### config.mk
export PLATFORM = sky130hd
export DESIGN_NAME = running_median_with_bypass_unit
export DESIGN_NICKNAME = d
export VERILOG_FILES = /design/src/rtl/rmb_pkg.sv /design/src/rtl/rmb_cell.sv /design/src/rtl/running_median_with_bypass_unit.sv
export SDC_FILE = /design/constraint.sdc
export NUM_CORES = 1
export LEC_CHECK = 0
export BUFFER_PORTS_ARGS = -buffer_cell sky130_fd_sc_hd__buf_2
export CAP_MARGIN = 30
export CORE_ASPECT_RATIO = 0.9
export CORE_UTILIZATION = 50
export CTS_CLUSTER_SIZE = 20
export DETAILED_ROUTE_END_ITERATION = 7
export HOLD_SLACK_MARGIN = 0.08
export PLACE_DENSITY = 0.66
export SLEW_MARGIN = 20
export SYNTH_ARGS = -nofsm -noshare
export SYNTH_HDL_FRONTEND = slang
export SYNTH_HIERARCHICAL = 1
export SYNTH_SLANG_ARGS = --single-unit
export TNS_END_PERCENT = 10
### constraint.sdc
create_clock -name clk_i -period 12 [get_ports clk_i]
set_input_delay 2.4 -clock clk_i [delete_from_list [all_inputs] [get_ports clk_i]]
set_output_delay 2.4 -clock clk_i [all_outputs]
set_load 0.05 [all_outputs]
### src/rtl/rmb_pkg.sv
// Shared types and constants for the running median filter.
package rmb_pkg;

  // Width and reset value of the jump threshold register.
  localparam int unsigned ThrBits = 16;
  localparam logic [ThrBits-1:0] ThrReset = 16'd64;

  // Status a cell hands to its right neighbor.
  typedef struct packed {
    logic below;       // new sample sorts ahead of this cell's value
    logic evict_upto;  // the oldest entry sits in this cell or further left
  } rmb_link_t;

endpackage

### src/rtl/rmb_cell.sv
// One cell of the sorted window chain: holds a value and its age.
module rmb_cell
  import rmb_pkg::*;
#(
  parameter int unsigned WINDOW      = 11,
  parameter int unsigned SAMPLE_BITS = 16,
  parameter int unsigned INDEX       = 0
) (
  input  logic                        clk_i,
  input  logic                        rst_ni,
  input  logic                        shift_i,
  input  logic [SAMPLE_BITS-1:0]      new_i,
  input  rmb_link_t                   left_link_i,
  input  logic [SAMPLE_BITS-1:0]      left_val_i,
  input  logic [$clog2(WINDOW)-1:0]   left_age_i,
  input  logic                        right_below_i,
  input  logic [SAMPLE_BITS-1:0]      right_val_i,
  input  logic [$clog2(WINDOW)-1:0]   right_age_i,
  output rmb_link_t                   link_o,
  output logic [SAMPLE_BITS-1:0]      val_o,
  output logic [$clog2(WINDOW)-1:0]   age_o
);

  localparam int unsigned AgeW = $clog2(WINDOW);
  localparam logic [AgeW-1:0] AgeOldest = AgeW'(WINDOW - 1);
  localparam logic [AgeW-1:0] AgeInit   = AgeW'(INDEX);

  logic [SAMPLE_BITS-1:0] val_q, val_d;
  logic [AgeW-1:0]        age_q, age_d;
  logic below, evict_here, evict_upto, src_below, prev_below;

  // Compare against the broadcast sample and locate the oldest entry.
  assign below      = new_i > val_q;
  assign evict_here = age_q == AgeOldest;
  assign evict_upto = left_link_i.evict_upto | evict_here;
  assign src_below  = evict_upto ? right_below_i : below;
  assign prev_below = left_link_i.evict_upto ? below : left_link_i.below;

  // Pick own, right, left or new value to close the gap and open the slot.
  always_comb begin
    priority if (!src_below) begin
      val_d = evict_upto ? right_val_i : val_q;
      age_d = (evict_upto ? right_age_i : age_q) + AgeW'(1);
    end else if (!prev_below) begin
      val_d = new_i;
      age_d = '0;
    end else begin
      val_d = left_link_i.evict_upto ? val_q : left_val_i;
      age_d = (left_link_i.evict_upto ? age_q : left_age_i) + AgeW'(1);
    end
  end

  // Hold the contents until a transaction advances the chain.
  always_ff @(posedge clk_i or negedge rst_ni) begin
    if (!rst_ni) begin
      val_q <= '0;
      age_q <= AgeInit;
    end else if (shift_i) begin
      val_q <= val_d;
      age_q <= age_d;
    end
  end

  assign link_o.below      = below;
  assign link_o.evict_upto = evict_upto;
  assign val_o             = val_q;
  assign age_o             = age_q;

endmodule

### src/rtl/running_median_with_bypass_unit.sv
// Top level of the running median filter with jump bypass.
//
//  channel  | direction | signals                                  | payload
//  ---------+-----------+------------------------------------------+--------------------------
//  cfg      | in        | cfg_valid_i / cfg_ready_o                | cfg_data_i (jump threshold)
//  in       | in        | in_valid_i / in_ready_o                  | sample_i
//  out      | out       | out_valid_o / out_ready_i                | filtered_o, window_full_o,
//           |           |                                          | bypassed_o
//
// One sample per cycle is accepted while the output does not stall; its result is registered
// after stage one. The accepting edge updates the sorted cell chain, and the edge that
// moves the second stage compares the middle cell against the sample and loads the output register.
// A stalled output holds the second stage and with it the chain and in_ready_o.
// Reset loads the window with zeros and the threshold with 64; cfg is always ready.
module running_median_with_bypass_unit
  import rmb_pkg::*;
#(
  parameter int unsigned WINDOW      = 11,
  parameter int unsigned SAMPLE_BITS = 16
) (
  input  logic                   clk_i,
  input  logic                   rst_ni,
  input  logic                   cfg_valid_i,
  output logic                   cfg_ready_o,
  input  logic [ThrBits-1:0]     cfg_data_i,
  input  logic                   in_valid_i,
  output logic                   in_ready_o,
  input  logic [SAMPLE_BITS-1:0] sample_i,
  output logic                   out_valid_o,
  input  logic                   out_ready_i,
  output logic [SAMPLE_BITS-1:0] filtered_o,
  output logic                   window_full_o,
  output logic                   bypassed_o
);

  localparam int unsigned AgeW = $clog2(WINDOW);
  localparam int unsigned CntW = $clog2(WINDOW + 1);
  localparam int unsigned CmpW = (SAMPLE_BITS > ThrBits) ? SAMPLE_BITS : ThrBits;
  localparam int unsigned MidIdx = WINDOW >> 1;
  localparam logic [CntW-1:0] CntFull = CntW'(WINDOW);

  logic [ThrBits-1:0] thr_q;
  logic [CntW-1:0]    cnt_q, cnt_d;
  logic               s1_valid_q, s1_full_q;
  logic [SAMPLE_BITS-1:0] s1_sample_q;
  logic               out_valid_q, out_full_q, out_byp_q;
  logic [SAMPLE_BITS-1:0] out_filt_q;
  logic               accept, s2_load;

  rmb_link_t              links [WINDOW];
  logic [SAMPLE_BITS-1:0] vals  [WINDOW];
  logic [AgeW-1:0]        ages  [WINDOW];

  // Handshakes: the second stage moves whenever the output slot frees up.
  assign s2_load     = s1_valid_q && (!out_valid_q || out_ready_i);
  assign in_ready_o  = !s1_valid_q || s2_load;
  assign accept      = in_valid_i && in_ready_o;
  assign cfg_ready_o = 1'b1;

  // Capture the threshold register.
  always_ff @(posedge clk_i or negedge rst_ni) begin
    if (!rst_ni) begin
      thr_q <= ThrReset;
    end else if (cfg_valid_i) begin
      thr_q <= cfg_data_i;
    end
  end

  // Saturate the sample count at the window size.
  assign cnt_d = (cnt_q == CntFull) ? cnt_q : cnt_q + CntW'(1);

  // Chain of sorted cells, largest value in cell 0.
  for (genvar i = 0; i < WINDOW; i++) begin : g_cell
    rmb_link_t              left_link;
    logic [SAMPLE_BITS-1:0] left_val, right_val;
    logic [AgeW-1:0]        left_age, right_age;
    logic                   right_below;

    if (i == 0) begin : g_first
      assign left_link = '0;
      assign left_val  = '0;
      assign left_age  = '0;
    end else begin : g_mid
      assign left_link = links[i-1];
      assign left_val  = vals[i-1];
      assign left_age  = ages[i-1];
    end

    if (i == WINDOW - 1) begin : g_last
      assign right_below = 1'b1;
      assign right_val   = '0;
      assign right_age   = '0;
    end else begin : g_inner
      assign right_below = links[i+1].below;
      assign right_val   = vals[i+1];
      assign right_age   = ages[i+1];
    end

    rmb_cell #(
      .WINDOW      (WINDOW),
      .SAMPLE_BITS (SAMPLE_BITS),
      .INDEX       (i)
    ) u_cell (
      .clk_i         (clk_i),
      .rst_ni        (rst_ni),
      .shift_i       (accept),
      .new_i         (sample_i),
      .left_link_i   (left_link),
      .left_val_i    (left_val),
      .left_age_i    (left_age),
      .right_below_i (right_below),
      .right_val_i   (right_val),
      .right_age_i   (right_age),
      .link_o        (links[i]),
      .val_o         (vals[i]),
      .age_o         (ages[i])
    );
  end

  // Stage one: hold the sample and the fill state beside the updated chain.
  always_ff @(posedge clk_i or negedge rst_ni) begin
    if (!rst_ni) begin
      cnt_q      <= '0;
      s1_valid_q <= 1'b0;
    end else begin
      if (accept) begin
        cnt_q <= cnt_d;
      end
      if (accept) begin
        s1_valid_q <= 1'b1;
      end else if (s2_load) begin
        s1_valid_q <= 1'b0;
      end
    end
  end

  always_ff @(posedge clk_i) begin
    if (accept) begin
      s1_sample_q <= sample_i;
      s1_full_q   <= cnt_d == CntFull;
    end
  end

  // Stage two: distance from the median and the bypass decision.
  logic [SAMPLE_BITS-1:0] med, diff, filt_d;
  logic                   byp_d;

  assign med    = vals[MidIdx];
  assign diff   = (s1_sample_q >= med) ? s1_sample_q - med : med - s1_sample_q;
  assign byp_d  = s1_full_q && (CmpW'(diff) >= CmpW'(thr_q));
  assign filt_d = !s1_full_q ? '0 : (byp_d ? s1_sample_q : med);

  // Output register: load on a free slot, drop on a taken transaction.
  always_ff @(posedge clk_i or negedge rst_ni) begin
    if (!rst_ni) begin
      out_valid_q <= 1'b0;
    end else if (s2_load) begin
      out_valid_q <= 1'b1;
    end else if (out_ready_i) begin
      out_valid_q <= 1'b0;
    end
  end

  always_ff @(posedge clk_i) begin
    if (s2_load) begin
      out_filt_q <= filt_d;
      out_full_q <= s1_full_q;
      out_byp_q  <= byp_d;
    end
  end

  assign out_valid_o   = out_valid_q;
  assign filtered_o    = out_filt_q;
  assign window_full_o = out_full_q;
  assign bypassed_o    = out_byp_q;

endmodule

### Word level (Yosys, flattened, before mapping)

Cells that the tools add are included.

* add/sub/neg operators: 14
* $lt $le $gt $ge: 13
* eq/ne operators: 13
* multiplexer cells: 82
* bitwise logic cells: 10
* reductions and logical operators: 11

Operators with widths (number)
* 16-bit 2-to-1 mux: 34
* 16-bit greater-than comparator: 11
* 4-bit 2-to-1 mux: 33
* 4-bit equality test (second input constant): 13
* 4-bit by 1-bit adder with 4-bit output (second input constant): 12
* 16-bit >= comparator: 2
* 16-bit subtractor: 2
* 1-bit 2-to-1 mux: 15
* 1-bit bitwise OR: 10
* 2-bit nonzero test: 3
* 1-bit logical AND: 3
* 1-bit zero test: 2
* 1-bit logical OR: 2
* 2-bit AND reduction: 1

* flip-flop bits (word level): 277
* bits of input ports: 37
* output and inout bits: 21
* word-level logic and storage cells: 174

### Longest topological paths before layout

Gate-level depths: netlist of run 1.

* depth in word-level cells: 14
* depth in mapped cells: 48
* gate-level depth less buffers: 28

### By module

The synthesis of run 1 kept the hierarchy.

By module, submodules not included
* rmb_cell (g_cell[10].u_cell ...): times used 5, cells an instance 198, area each 1934.4 µm²
* rmb_cell (g_cell[1].u_cell ...): times used 4, cells an instance 198, area each 1933.1 µm²
* running_median_with_bypass_unit: times used 1, cells an instance 446, area each 4269.1 µm²
* rmb_cell (g_cell[7].u_cell): times used 1, cells an instance 198, area each 1935.6 µm²
* rmb_cell (g_cell[0].u_cell): times used 1, cells an instance 198, area each 1934.4 µm²

### Worst setup path after synthesis of run 1

No wires, ideal clock.

* path type: register -> register
* from: register g_cell[0].u_cell.age_q[3]
* to: register g_cell[10].u_cell.age_q[2]
* setup time: 0.126 ns
* data arrival time: 9.838 ns
* required time: 11.874 ns
* setup slack: 2.036 ns
* stages on the path, launching flop included: 48
* buffers on the path: 20
* clock period less this slack: 9.964 ns
* cells stage by stage: dfrtp_1 nor3b_1 a21oi_2 inv_1 buf_4 buf_2 a31oi_2 inv_1 buf_4 buf_2 a31oi_2 inv_1 buf_4 buf_2 a31oi_2 inv_1 buf_4 buf_2 [... 12 more ...] a31oi_2 inv_1 buf_4 buf_2 a31oi_2 inv_1 buf_4 buf_2 a31oi_2 inv_1 buf_4 buf_2 mux2i_1 a21oi_1 ha_1 o21ai_0 a22o_1 a221o_1

* cells in the longest elaborated chain, start to end: 14
* elaborated cells between the ends (all ways): 19

Ends and longest elaborated chain
* start, declared: line rmb_cell.sv:29 `logic [AgeW-1:0] age_q, age_d;`
* start signal, assigned: line rmb_cell.sv:57 `age_q <= AgeInit;`
* start signal, assigned: line rmb_cell.sv:60 `age_q <= age_d;`
* 4-bit equality test *: line rmb_cell.sv:34 `assign evict_here = age_q == AgeOldest;`
* via g_cell[0].u_cell.evict_upto: line rmb_cell.sv:30 `logic below, evict_here, evict_upto, src_below, prev_below;`
* 1-bit bitwise OR *: line rmb_cell.sv:35 `assign evict_upto = left_link_i.evict_upto | evict_here;`
* via g_cell[1].u_cell.evict_upto: line rmb_cell.sv:30
* 1-bit bitwise OR *: line rmb_cell.sv:35
* via g_cell[2].u_cell.evict_upto: line rmb_cell.sv:30
* 1-bit bitwise OR *: line rmb_cell.sv:35
* via g_cell[3].u_cell.evict_upto: line rmb_cell.sv:30
* [... 1 more ...]
* via g_cell[4].u_cell.evict_upto: line rmb_cell.sv:30
* [... 1 more ...]
* via g_cell[5].u_cell.evict_upto: line rmb_cell.sv:30
* [... 1 more ...]
* via g_cell[6].u_cell.evict_upto: line rmb_cell.sv:30
* [... 1 more ...]
* via g_cell[7].u_cell.evict_upto: line rmb_cell.sv:30
* 1-bit bitwise OR *: line rmb_cell.sv:35
* via g_cell[8].u_cell.evict_upto: line rmb_cell.sv:30
* 1-bit bitwise OR *: line rmb_cell.sv:35
* via g_cell[9].u_cell.evict_upto: line rmb_cell.sv:30
* 1-bit bitwise OR or 4-bit 2-to-1 mux (tied branches): line rmb_cell.sv:35, rmb_cell.sv:49
* 4-bit 2-to-1 mux or 4-bit by 1-bit adder with 4-bit output (tied branches): line rmb_cell.sv:43, rmb_cell.sv:49
* 4-bit by 1-bit adder with 4-bit output or 4-bit 2-to-1 mux (tied branches): line rmb_cell.sv:43, rmb_cell.sv:44
* 4-bit 2-to-1 mux *: line rmb_cell.sv:41 `priority if (!src_below) begin`
* end signal, assigned: line rmb_cell.sv:57
* end signal, assigned: line rmb_cell.sv:60
* end, declared: line rmb_cell.sv:29

Mark *: on every way through the listed nets, which the timed path passes. The rest lies on a longest branch.
A chain may end at the register's enable or synchronous reset.

==> flow_metrics.tcl, run 1 <==
set metrics [dict create \
    status "finished with violations" \
    failed_checks "slew limit" \
    htree_num_levels 2 \
    first_iter_violations 1691 \
    cts.root.buffer_cell "sky130_fd_sc_hd__clkbuf_16" \
    finish.utilization_pct 55.0 \
    gp_congestion 0.912 \
    power.density_cell_area_nw_per_um2 308 \
    p_leak_nw 12.5 \
    synthesis.instances 2623 \
    worst_setup_hold_path_clk_slew_ps 60 \
    global_route.usage.total_pct 27.5 \
    worstMarginPinSlew_ps 1960 \
    routed_wl_um 70700 \
    critical-path-top-delay-family "compound AO/OA/AOI/OAI gates" \
    required_time_of_the_worst_setup_path_ps 12440 \
    critical_path.most_common_cell "sky130_fd_sc_hd__inv_1" \
    critical_path_peak_fanout 17 \
    max-cap-violations 0 \
    start_util_pct 50.6 \
    num-nets-final 2975 \
    setup_violations 0 \
    areaGrowthSynthToFinish_pct 8.59 \
    cp-end-kind "register" \
    worst_ep_arrival_time_ps 11220 \
    detail-route-antenna-nets 0 \
    fillCellCount 4480 \
    routed_wire_length_per_instance_um 20.8 \
    clkSinkCount 277 \
    cts-buffers-inserted 35 \
    regToRegSetupSlack_ps 1220 \
    clock_tree.buffer_depth 3 \
    synthesis.area_sq_um 25500 \
    fin_total_pwr_mw 8.53 \
    post-route-drc-count 0 \
    fp.dieArea_sq_um 52000 \
    place.port_buffers 56 \
    cts_tree "built" \
    place_area_sq_um 26500 \
    rows 78 \
    maxSlewViolCount 17 \
    final_common_cell "sky130_fd_sc_hd__inv_1" \
    type_of_origin_of_the_critical_path "register" \
    skew_ps 12.0 \
    worst_hold_path_type "register to register" \
    unrepaired_setup_endpoints_after_global_routing "false" \
    ioPinCount 58 \
    synth.avg_cell_area_sq_um 9.74 \
    worstHoldPathCells 1 \
    hpwlAfterDp_um 51500 \
    stdcell_area_sq_um 27700 \
    drt_first_pass_iters 5 \
    path_class "register to register" \
    period_share_pct 89.9 \
    irDropWorstVdd_mv 0.153 \
    antenna-diode-count 0 \
    synthesis.yosys.warnings 6 \
    timing.max_slew.rel_slack_pct -31.5 \
    grt_max_degree 164 \
    slowest_delay_ps 510 \
    initial_antenna_violation_count 2 \
    final.setup.tns_ps 0 \
    drive_above_1_share_pct 16.1 \
    max_clock_freq_mhz 92.7 \
    mostFrequentLayoutCells "sky130_fd_sc_hd__inv_1, sky130_fd_sc_hd__mux2i_1, sky130_fd_sc_hd__ha_1, sky130_fd_sc_hd__dfrtp_1, sky130_fd_sc_hd__a22oi_1" \
    die_height_um 216 \
    insertion_delay_ps 550 \
    gr-total-overflow 0 \
    route.vias.total 21400 \
    viasPerCell 6.30 \
    critical-path-slowest-cell "sky130_fd_sc_hd__a31oi_2" \
    floorplan.die.width_um 240 \
    rr_endpoint "g_cell[10].u_cell/age_o[2]" \
    finalHoldViolCount 0 \
    worst-r2r-cell-count 27 \
    timing.rr.start "g_cell[0].u_cell/age_o[3]" \
    buffer_and_inverter_count_on_the_worst_path 10 \
    postCtsHoldBufs 0 \
    coreArea_sq_um 50500 \
    grt_pass1_vias 21700 \
    post-route-min-period_ps 10780 \
    timing.hold.worst_endpoint "out_valid_o" \
    grt_first_pass_wirelength_um 116000 \
    hold_path_startpoint "s1_valid_q" \
]
==> flip-flops by register name, summed over array words and instances (netlist names) <==
name,flops
cnt_q,4
thr_q,16
bypassed_o,1
s1_full_q,1
s1_valid_q,1
out_valid_o,1
filtered_o,16
s1_sample_q,16
g_cell.u_cell/age_o,44
window_full_o,1
g_cell.u_cell/val_o,176
==> report_power, final <==
group	switching (mW)	internal (mW)	leakage [nW]
clock network	0.443	0.661	0.578
registers	0.622	1.43	3.17
logic	3.09	2.28	8.79
==> cell type report <==
class	count	area [sq um]	share of cell area [%]
multi-input combinational	1973	16800	60.5
sequential	277	7130	25.7
inverter	308	1160	4.17
clock buffer	50	1020	3.70
tap	680	851	3.07
timing repair buffer	95	657	2.37
clock inverter	13	149	0.537
==> per-stage QoR <==
step	cells	hold WS [ps]	setup WS [ps]
2_1_floorplan	2676	424	2040
3_3_place_gp	3323	459	1700
3_5_place_dp	3331	488	1020
4_1_cts	3394	506	975
5_1_grt	3396	528	175
6_report	3396	496	1220
==> worst max-delay path by stage <==
stage / from / to / slack [ps] / cells after the start
2_1_floorplan: g_cell[0].u_cell/age_o[3] / g_cell[10].u_cell/age_o[2] / 2040 / 47
3_3_place_gp: g_cell[0].u_cell/age_o[3] / g_cell[10].u_cell/val_o[11] / 1700 / 24
3_5_place_dp: g_cell[0].u_cell/age_o[3] / g_cell[10].u_cell/val_o[10] / 1020 / 24
4_1_cts: g_cell[0].u_cell/age_o[3] / g_cell[10].u_cell/val_o[10] / 970 / 24
5_1_grt: g_cell[0].u_cell/age_o[3] / g_cell[10].u_cell/age_o[2] / 170 / 27
6_report: g_cell[0].u_cell/age_o[3] / g_cell[10].u_cell/age_o[2] / 1220 / 27
==> layer usage <==
layer	share of wire (%)	wire, um	global-route usage, %
met4	2.9	2080	9.87
met3	4.8	3410	3.43
met2	46	32800	45.2
met5	0	0	0
met1	46	32400	37.1
==> timing repair <==
| item | 4_1_cts | 5_1_grt |
|---|---|---|
| gates resized for setup | 0 | 3 |
| hold endpoints to repair | 0 | 0 |
| setup buffers | 0 | 0 |
| setup endpoints to repair | 0 | 18 |
Power figures use the tool's default switching activity.
==> inputs of run 2 (changes only) <==
--- a/config.mk
+++ b/config.mk
@@ -8,11 +8,10 @@
 export BUFFER_PORTS_ARGS = -buffer_cell sky130_fd_sc_hd__buf_2
 export CAP_MARGIN = 30
 export CORE_ASPECT_RATIO = 0.9
-export CORE_UTILIZATION = 50
+export CORE_UTILIZATION = 30
 export CTS_CLUSTER_SIZE = 20
 export DETAILED_ROUTE_END_ITERATION = 7
 export HOLD_SLACK_MARGIN = 0.08
-export PLACE_DENSITY = 0.66
 export SLEW_MARGIN = 20
 export SYNTH_ARGS = -nofsm -noshare
 export SYNTH_HDL_FRONTEND = slang
==> flow_metrics.tcl, run 2 (same netlist as run 1, synthesis figures left out) <==
set metrics [dict create \
    status "finished with violations" \
    failed_checks "slew limit" \
    setup_violations 0 \
    grt_first_pass_wirelength_um 119000 \
    floorplan.die.width_um 310 \
    clkSinkCount 277 \
    maxSlewViolCount 17 \
    worst_slack_ps 1130 \
    pre_cts_ws_ps 992 \
    path_class "register to register" \
    placed_cells_incl_taps 3784 \
    drt_first_pass_iters 6 \
    ioPinCount 58 \
    global_route.usage.total_pct 17.2 \
    period_share_pct 90.6 \
    type_of_origin_of_the_critical_path "register" \
    hpwlAfterDp_um 54600 \
    worstSetupPathDepth 27 \
    gp_congestion 0.870 \
    timing.rr.start "g_cell[0].u_cell/age_o[3]" \
    cts_tree "built" \
    detail-route-antenna-nets 0 \
    initial_antenna_violation_count 3 \
    num-nets-final 2978 \
    post_route_insts_no_fill 3851 \
    start_util_pct 30.3 \
    regToRegSetupSlack_ps 1130 \
    antenna-diode-count 0 \
    max_ffs_per_register 176 \
    finish.utilization_pct 33.5 \
    worstMarginPinSlew_ps 2040 \
    worstHoldPathCells 1 \
    power.density_cell_area_nw_per_um2 303 \
    cts.repair_timing.setup_buffer_count 0 \
    post-route-drc-count 0 \
    fillCellCount 8690 \
    critical-path-slowest-cell "sky130_fd_sc_hd__a31oi_2" \
    irDropWorstVdd_mv 0.180 \
    coreArea_sq_um 84300 \
    rows 101 \
    insertion_delay_ps 560 \
    max-cap-violations 0 \
    final_common_cell "sky130_fd_sc_hd__inv_1" \
    rr_endpoint "g_cell[10].u_cell/age_o[2]" \
    drive_above_1_share_pct 16.0 \
    place_area_sq_um 27100 \
    die_height_um 279 \
    hold_path_startpoint "s1_valid_q" \
    p_leak_nw 12.5 \
    cts-buffers-inserted 35 \
    timing.hold.worst_endpoint "out_valid_o" \
    gr-total-overflow 0 \
    finalHoldViolCount 0 \
    place.port_buffers 56 \
    required_time_of_the_worst_setup_path_ps 12430 \
    worst_hold_path_type "register to register" \
    route.vias.total 21200 \
    fp.dieArea_sq_um 86300 \
    routed_wl_um 74700 \
    worst_ep_arrival_time_ps 11300 \
    cp-end-kind "register" \
    viasPerCell 5.51 \
    worst_setup_hold_path_clk_slew_ps 60 \
    clock_tree.buffer_depth 3 \
    fin_hold_ws_ps 488 \
    multiInputGateArea_sq_um 16700 \
    critical_path_peak_fanout 17 \
    routed_wire_length_per_instance_um 19.4 \
    critical_path.most_common_cell "sky130_fd_sc_hd__inv_1" \
    mostFrequentLayoutCells "sky130_fd_sc_hd__inv_1, sky130_fd_sc_hd__mux2i_1, sky130_fd_sc_hd__ha_1, sky130_fd_sc_hd__dfrtp_1, sky130_fd_sc_hd__a22oi_1" \
    fin_total_pwr_mw 8.56 \
    htree_num_levels 2 \
    area.sequential_sq_um 7130 \
    cts.root.buffer_cell "sky130_fd_sc_hd__clkbuf_16" \
    final.setup.tns_ps 0 \
    first_iter_violations 1881 \
    buffer_and_inverter_count_on_the_worst_path 10 \
    worst-r2r-cell-count 27 \
    slowest_delay_ps 570 \
    skew_ps 27.8 \
    unrepaired_setup_endpoints_after_global_routing "false" \
    postCtsHoldBufs 0 \
    critical-path-top-delay-family "compound AO/OA/AOI/OAI gates" \
    post-route-min-period_ps 10870 \
    areaGrowthSynthToFinish_pct 10.6 \
    stdcell_area_sq_um 28200 \
    grt_max_degree 67 \
    grt_pass1_vias 20900 \
    max_clock_freq_mhz 92.0 \
    timing.max_slew.rel_slack_pct -36.7 \
]
-- run 2: cell count changes in the layout (fill, tap and decap cells not counted) --
cell	before	now
sky130_fd_sc_hd__a31oi_2	8	9
sky130_fd_sc_hd__bufinv_16	3	1
sky130_fd_sc_hd__clkinv_1	12	13
sky130_fd_sc_hd__buf_12	1	0
sky130_fd_sc_hd__buf_8	3	7
sky130_fd_sc_hd__clkinv_4	1	0
sky130_fd_sc_hd__a21oi_2	13	14
sky130_fd_sc_hd__a31oi_4	2	1
sky130_fd_sc_hd__inv_6	1	0
sky130_fd_sc_hd__clkbuf_1	8	12
sky130_fd_sc_hd__a21oi_4	2	1
sky130_fd_sc_hd__clkinv_2	6	5
sky130_fd_sc_hd__clkbuf_8	5	4
-- run 2: what timing repair did --
action | CTS | global route
endpoints found under the hold margin | 0 | 0
resized for setup | 0 | 2
endpoints found under the setup margin | 0 | 17
-- run 2: how the worst max path moves through the flow --
| stage | start | end | slack [ps] |
|---|---|---|---|
| 6_report | g_cell[0].u_cell/age_o[3] | g_cell[10].u_cell/age_o[2] | 1130 |
| 5_1_grt | g_cell[0].u_cell/age_o[3] | g_cell[10].u_cell/age_o[2] | 200 |
| 4_1_cts | g_cell[0].u_cell/age_o[3] | g_cell[10].u_cell/val_o[11] | 960 |
| 3_5_place_dp | g_cell[0].u_cell/age_o[3] | g_cell[10].u_cell/val_o[11] | 990 |
| 3_3_place_gp | g_cell[0].u_cell/age_o[3] | g_cell[10].u_cell/val_o[14] | 1480 |
| 2_1_floorplan | g_cell[0].u_cell/age_o[3] | g_cell[10].u_cell/age_o[2] | 2040 |
-- run 2: power by group --
group	switching [mW]	internal (mW)	total [mW]
Combinational	3.10	2.30	5.39
Clock	0.440	0.611	1.05
Sequential	0.683	1.43	2.11
Total	4.22	4.34	8.56
-- run 2: per-layer routing --
| layer | routed length [um] | vias to the layer above | track usage, % |
|---|---|---|---|
| li1 | - | 10200 | - |
| met5 | 36 | - | 0 |
| met4 | 1310 | 6 | 3.88 |
| met2 | 32000 | 609 | 25.8 |
| met3 | 5850 | 118 | 3.37 |
| met1 | 35500 | 10300 | 25.0 |
-- run 2: final cells by class --
class,instances,area share [%]
Clock buffer,53,3.63
Clock inverter,9,0.248
Sequential cell,277,25.2
Inverter,308,4.09
Timing Repair Buffer,98,2.47
Tap cell,1133,5.02
Multi-Input combinational cell,1973,59.3
==> inputs of run 3 (changes only) <==
--- a/config.mk
+++ b/config.mk
@@ -5,13 +5,14 @@
 export SDC_FILE = /design/constraint.sdc
 export NUM_CORES = 1
 export LEC_CHECK = 0
-export BUFFER_PORTS_ARGS = -buffer_cell sky130_fd_sc_hd__buf_2
 export CAP_MARGIN = 30
 export CORE_ASPECT_RATIO = 0.9
 export CORE_UTILIZATION = 30
 export CTS_CLUSTER_SIZE = 20
 export DETAILED_ROUTE_END_ITERATION = 7
+export DONT_BUFFER_PORTS = 1
 export HOLD_SLACK_MARGIN = 0.08
+export RECOVER_POWER = 25
 export SLEW_MARGIN = 20
 export SYNTH_ARGS = -nofsm -noshare
 export SYNTH_HDL_FRONTEND = slang
==> flow_metrics.tcl, run 3 (same netlist as run 1, synthesis figures left out) <==
set metrics [dict create \
    status "finished with violations" \
    failed_checks "slew limit" \
    power_report.internal_total_mw 4.37 \
    route.vias.total 20800 \
    type_of_origin_of_the_critical_path "register" \
    period_share_pct 89.4 \
    die_height_um 279 \
    antenna-diode-count 0 \
    mostFrequentLayoutCells "sky130_fd_sc_hd__inv_1, sky130_fd_sc_hd__mux2i_1, sky130_fd_sc_hd__ha_1, sky130_fd_sc_hd__dfrtp_1, sky130_fd_sc_hd__a22oi_1" \
    switchingPower_mw 4.16 \
    worst-r2r-cell-count 27 \
    post-route-min-period_ps 10720 \
    setup_violations 0 \
    floorplan.die.width_um 310 \
    required_time_of_the_worst_setup_path_ps 12460 \
    p_seq_share_pct 25.3 \
    coreArea_sq_um 84300 \
    worstHoldPathCells 1 \
    path_class "register to register" \
    fillCellCount 8616 \
    grt_first_pass_wirelength_um 116000 \
    ioPinCount 58 \
    clock_tree.buffer_depth 3 \
    power.density_cell_area_nw_per_um2 304 \
    areaGrowthSynthToFinish_pct 9.80 \
    routed_wl_um 71800 \
    regToRegSetupSlack_ps 1280 \
    viasPerCell 5.49 \
    power.switching_fraction_pct 48.7 \
    clock_power_share_pct 13.4 \
    max_clock_freq_mhz 93.3 \
    post-route-drc-count 0 \
    clkSinkCount 277 \
    rows 101 \
    worst_setup_hold_path_clk_slew_ps 60 \
    max_ffs_per_register 176 \
    fp.dieArea_sq_um 86300 \
    cts.root.buffer_cell "sky130_fd_sc_hd__clkbuf_16" \
    worst_ep_arrival_time_ps 11180 \
    start_util_pct 30.3 \
    cts-buffers-inserted 37 \
    grt_pass1_vias 20800 \
    first_iter_violations 1477 \
    final_common_cell "sky130_fd_sc_hd__inv_1" \
    combinationalPowerShare_pct 61.3 \
    grt_max_degree 243 \
    gr-total-overflow 0 \
    unrepaired_setup_endpoints_after_global_routing "false" \
    insertion_delay_ps 570 \
    routed_wire_length_per_instance_um 18.9 \
    area.sequential_sq_um 7130 \
    p_leak_nw 12.3 \
    multiInputGateArea_sq_um 16800 \
    finalHoldViolCount 0 \
    worst_hold_path_type "register to register" \
    maxSlewViolCount 17 \
    place.port_buffers 0 \
    max-cap-violations 0 \
    worstMarginPinSlew_ps 1990 \
    timing.max_slew.rel_slack_pct -33.8 \
    final.setup.tns_ps 0 \
    finish.utilization_pct 33.3 \
    drt_first_pass_iters 6 \
    num-nets-final 2920 \
    drive_above_1_share_pct 14.6 \
    detail-route-antenna-nets 0 \
    critical_path_peak_fanout 17 \
    initial_antenna_violation_count 1 \
    cts_tree "built" \
    hpwlAfterDp_um 53000 \
    skew_ps 29.6 \
    htree_num_levels 2 \
    postCtsHoldBufs 0 \
    global_route.usage.total_pct 16.5 \
    irDropWorstVdd_mv 0.157 \
    gp_congestion 0.861 \
    cp-end-kind "register" \
]
run 3: cell count changes in the layout (fill, tap and decap cells not counted), sizes merged:
cell	delta
buf	-60
clkinv	+5
clkbuf	-3
clkinvlp	+2
bufinv	+1
inv	+1
run 3: final cells by class:
| cell class | instances | share of cell area (%) |
|---|---|---|
| multi-input combinational | 1973 | 59.8 |
| sequential | 277 | 25.4 |
| tap | 1133 | 5.06 |
| inverter | 308 | 4.12 |
| clock buffer | 50 | 3.84 |
| timing repair buffer | 38 | 1.19 |
| clock inverter | 18 | 0.544 |
run 3: power groups by stage:
stage / clock, mW / sequential (mW) / combinational, mW
final: 1.14 / 2.16 / 5.23
after global routing: 1.21 / 2.22 / 5.79
after CTS: 1.17 / 2.15 / 5.18
after detailed placement: 0 / 2.16 / 5.16
after global placement: 0 / 2.16 / 5.04
after floorplan: 0 / 1.89 / 4.30
run 3: metrics by stage:
step                cell area [sq um]  worst slack (ps)  power, mW  instances  hold slack [ps]
detailed placement              26800               906       7.32       3727              467
global route                    28000               191       9.22       3797              501
floorplan                       25700              2040       6.19       2676              424
finish                          28000              1280       8.53       3797              481
CTS                             28000               888       8.50       3795              478
global placement                26700              1320       7.20       3719              461
run 3: critical path, cell delays in order, from the launching register on:
cell and delay (ps):
sky130_fd_sc_hd__dfrtp_1 450, sky130_fd_sc_hd__nor3b_1 180, sky130_fd_sc_hd__a21oi_2 370, sky130_fd_sc_hd__inv_1 410, sky130_fd_sc_hd__a31oi_2 480, sky130_fd_sc_hd__inv_1 400, sky130_fd_sc_hd__a31oi_2 490, sky130_fd_sc_hd__inv_1 390
sky130_fd_sc_hd__a31oi_2 490, sky130_fd_sc_hd__inv_1 390, sky130_fd_sc_hd__a31oi_2 500, sky130_fd_sc_hd__inv_1 410, sky130_fd_sc_hd__a31oi_2 490, sky130_fd_sc_hd__inv_1 430, sky130_fd_sc_hd__a31oi_2 490, sky130_fd_sc_hd__inv_1 410
sky130_fd_sc_hd__a31oi_4 390, sky130_fd_sc_hd__inv_1 350, sky130_fd_sc_hd__a31oi_4 390, sky130_fd_sc_hd__inv_1 370, sky130_fd_sc_hd__a31oi_2 490, sky130_fd_sc_hd__inv_1 430, sky130_fd_sc_hd__mux2i_1 210, sky130_fd_sc_hd__a21oi_1 320
sky130_fd_sc_hd__ha_1 270, sky130_fd_sc_hd__o21ai_0 100, sky130_fd_sc_hd__a22o_1 190, sky130_fd_sc_hd__a221o_1 290
run 3: metal layers:
| layer | global-route usage, % | up-vias | share of wire (%) |
|---|---|---|---|
| met1 | 22.3 | 10300 | 46 |
| met5 | 0 | - | 0.013 |
| met2 | 27.5 | 421 | 47 |
| li1 | - | 10000 | - |
| met3 | 2.43 | 75 | 5.0 |
| met4 | 3.63 | 2 | 1.6 |
run 3: path summary, 6_finish.rpt:
kind                                           start                    endpoint
max                        g_cell[0].u_cell/age_o[3]  g_cell[10].u_cell/age_o[2]
min reg2reg                               s1_valid_q                 out_valid_o
max reg2reg                g_cell[0].u_cell/age_o[3]  g_cell[10].u_cell/age_o[2]
max in group asynchronous                     rst_ni   g_cell[8].u_cell/age_o[3]
min in group asynchronous                     rst_ni   g_cell[0].u_cell/age_o[2]
min                                       s1_valid_q                 out_valid_o
run 3: timing repair:
| item | in CTS | in global routing |
|---|---|---|
| resized for setup | 0 | 4 |
| setup endpoints to repair | 0 | 20 |
| setup buffers | 0 | 0 |
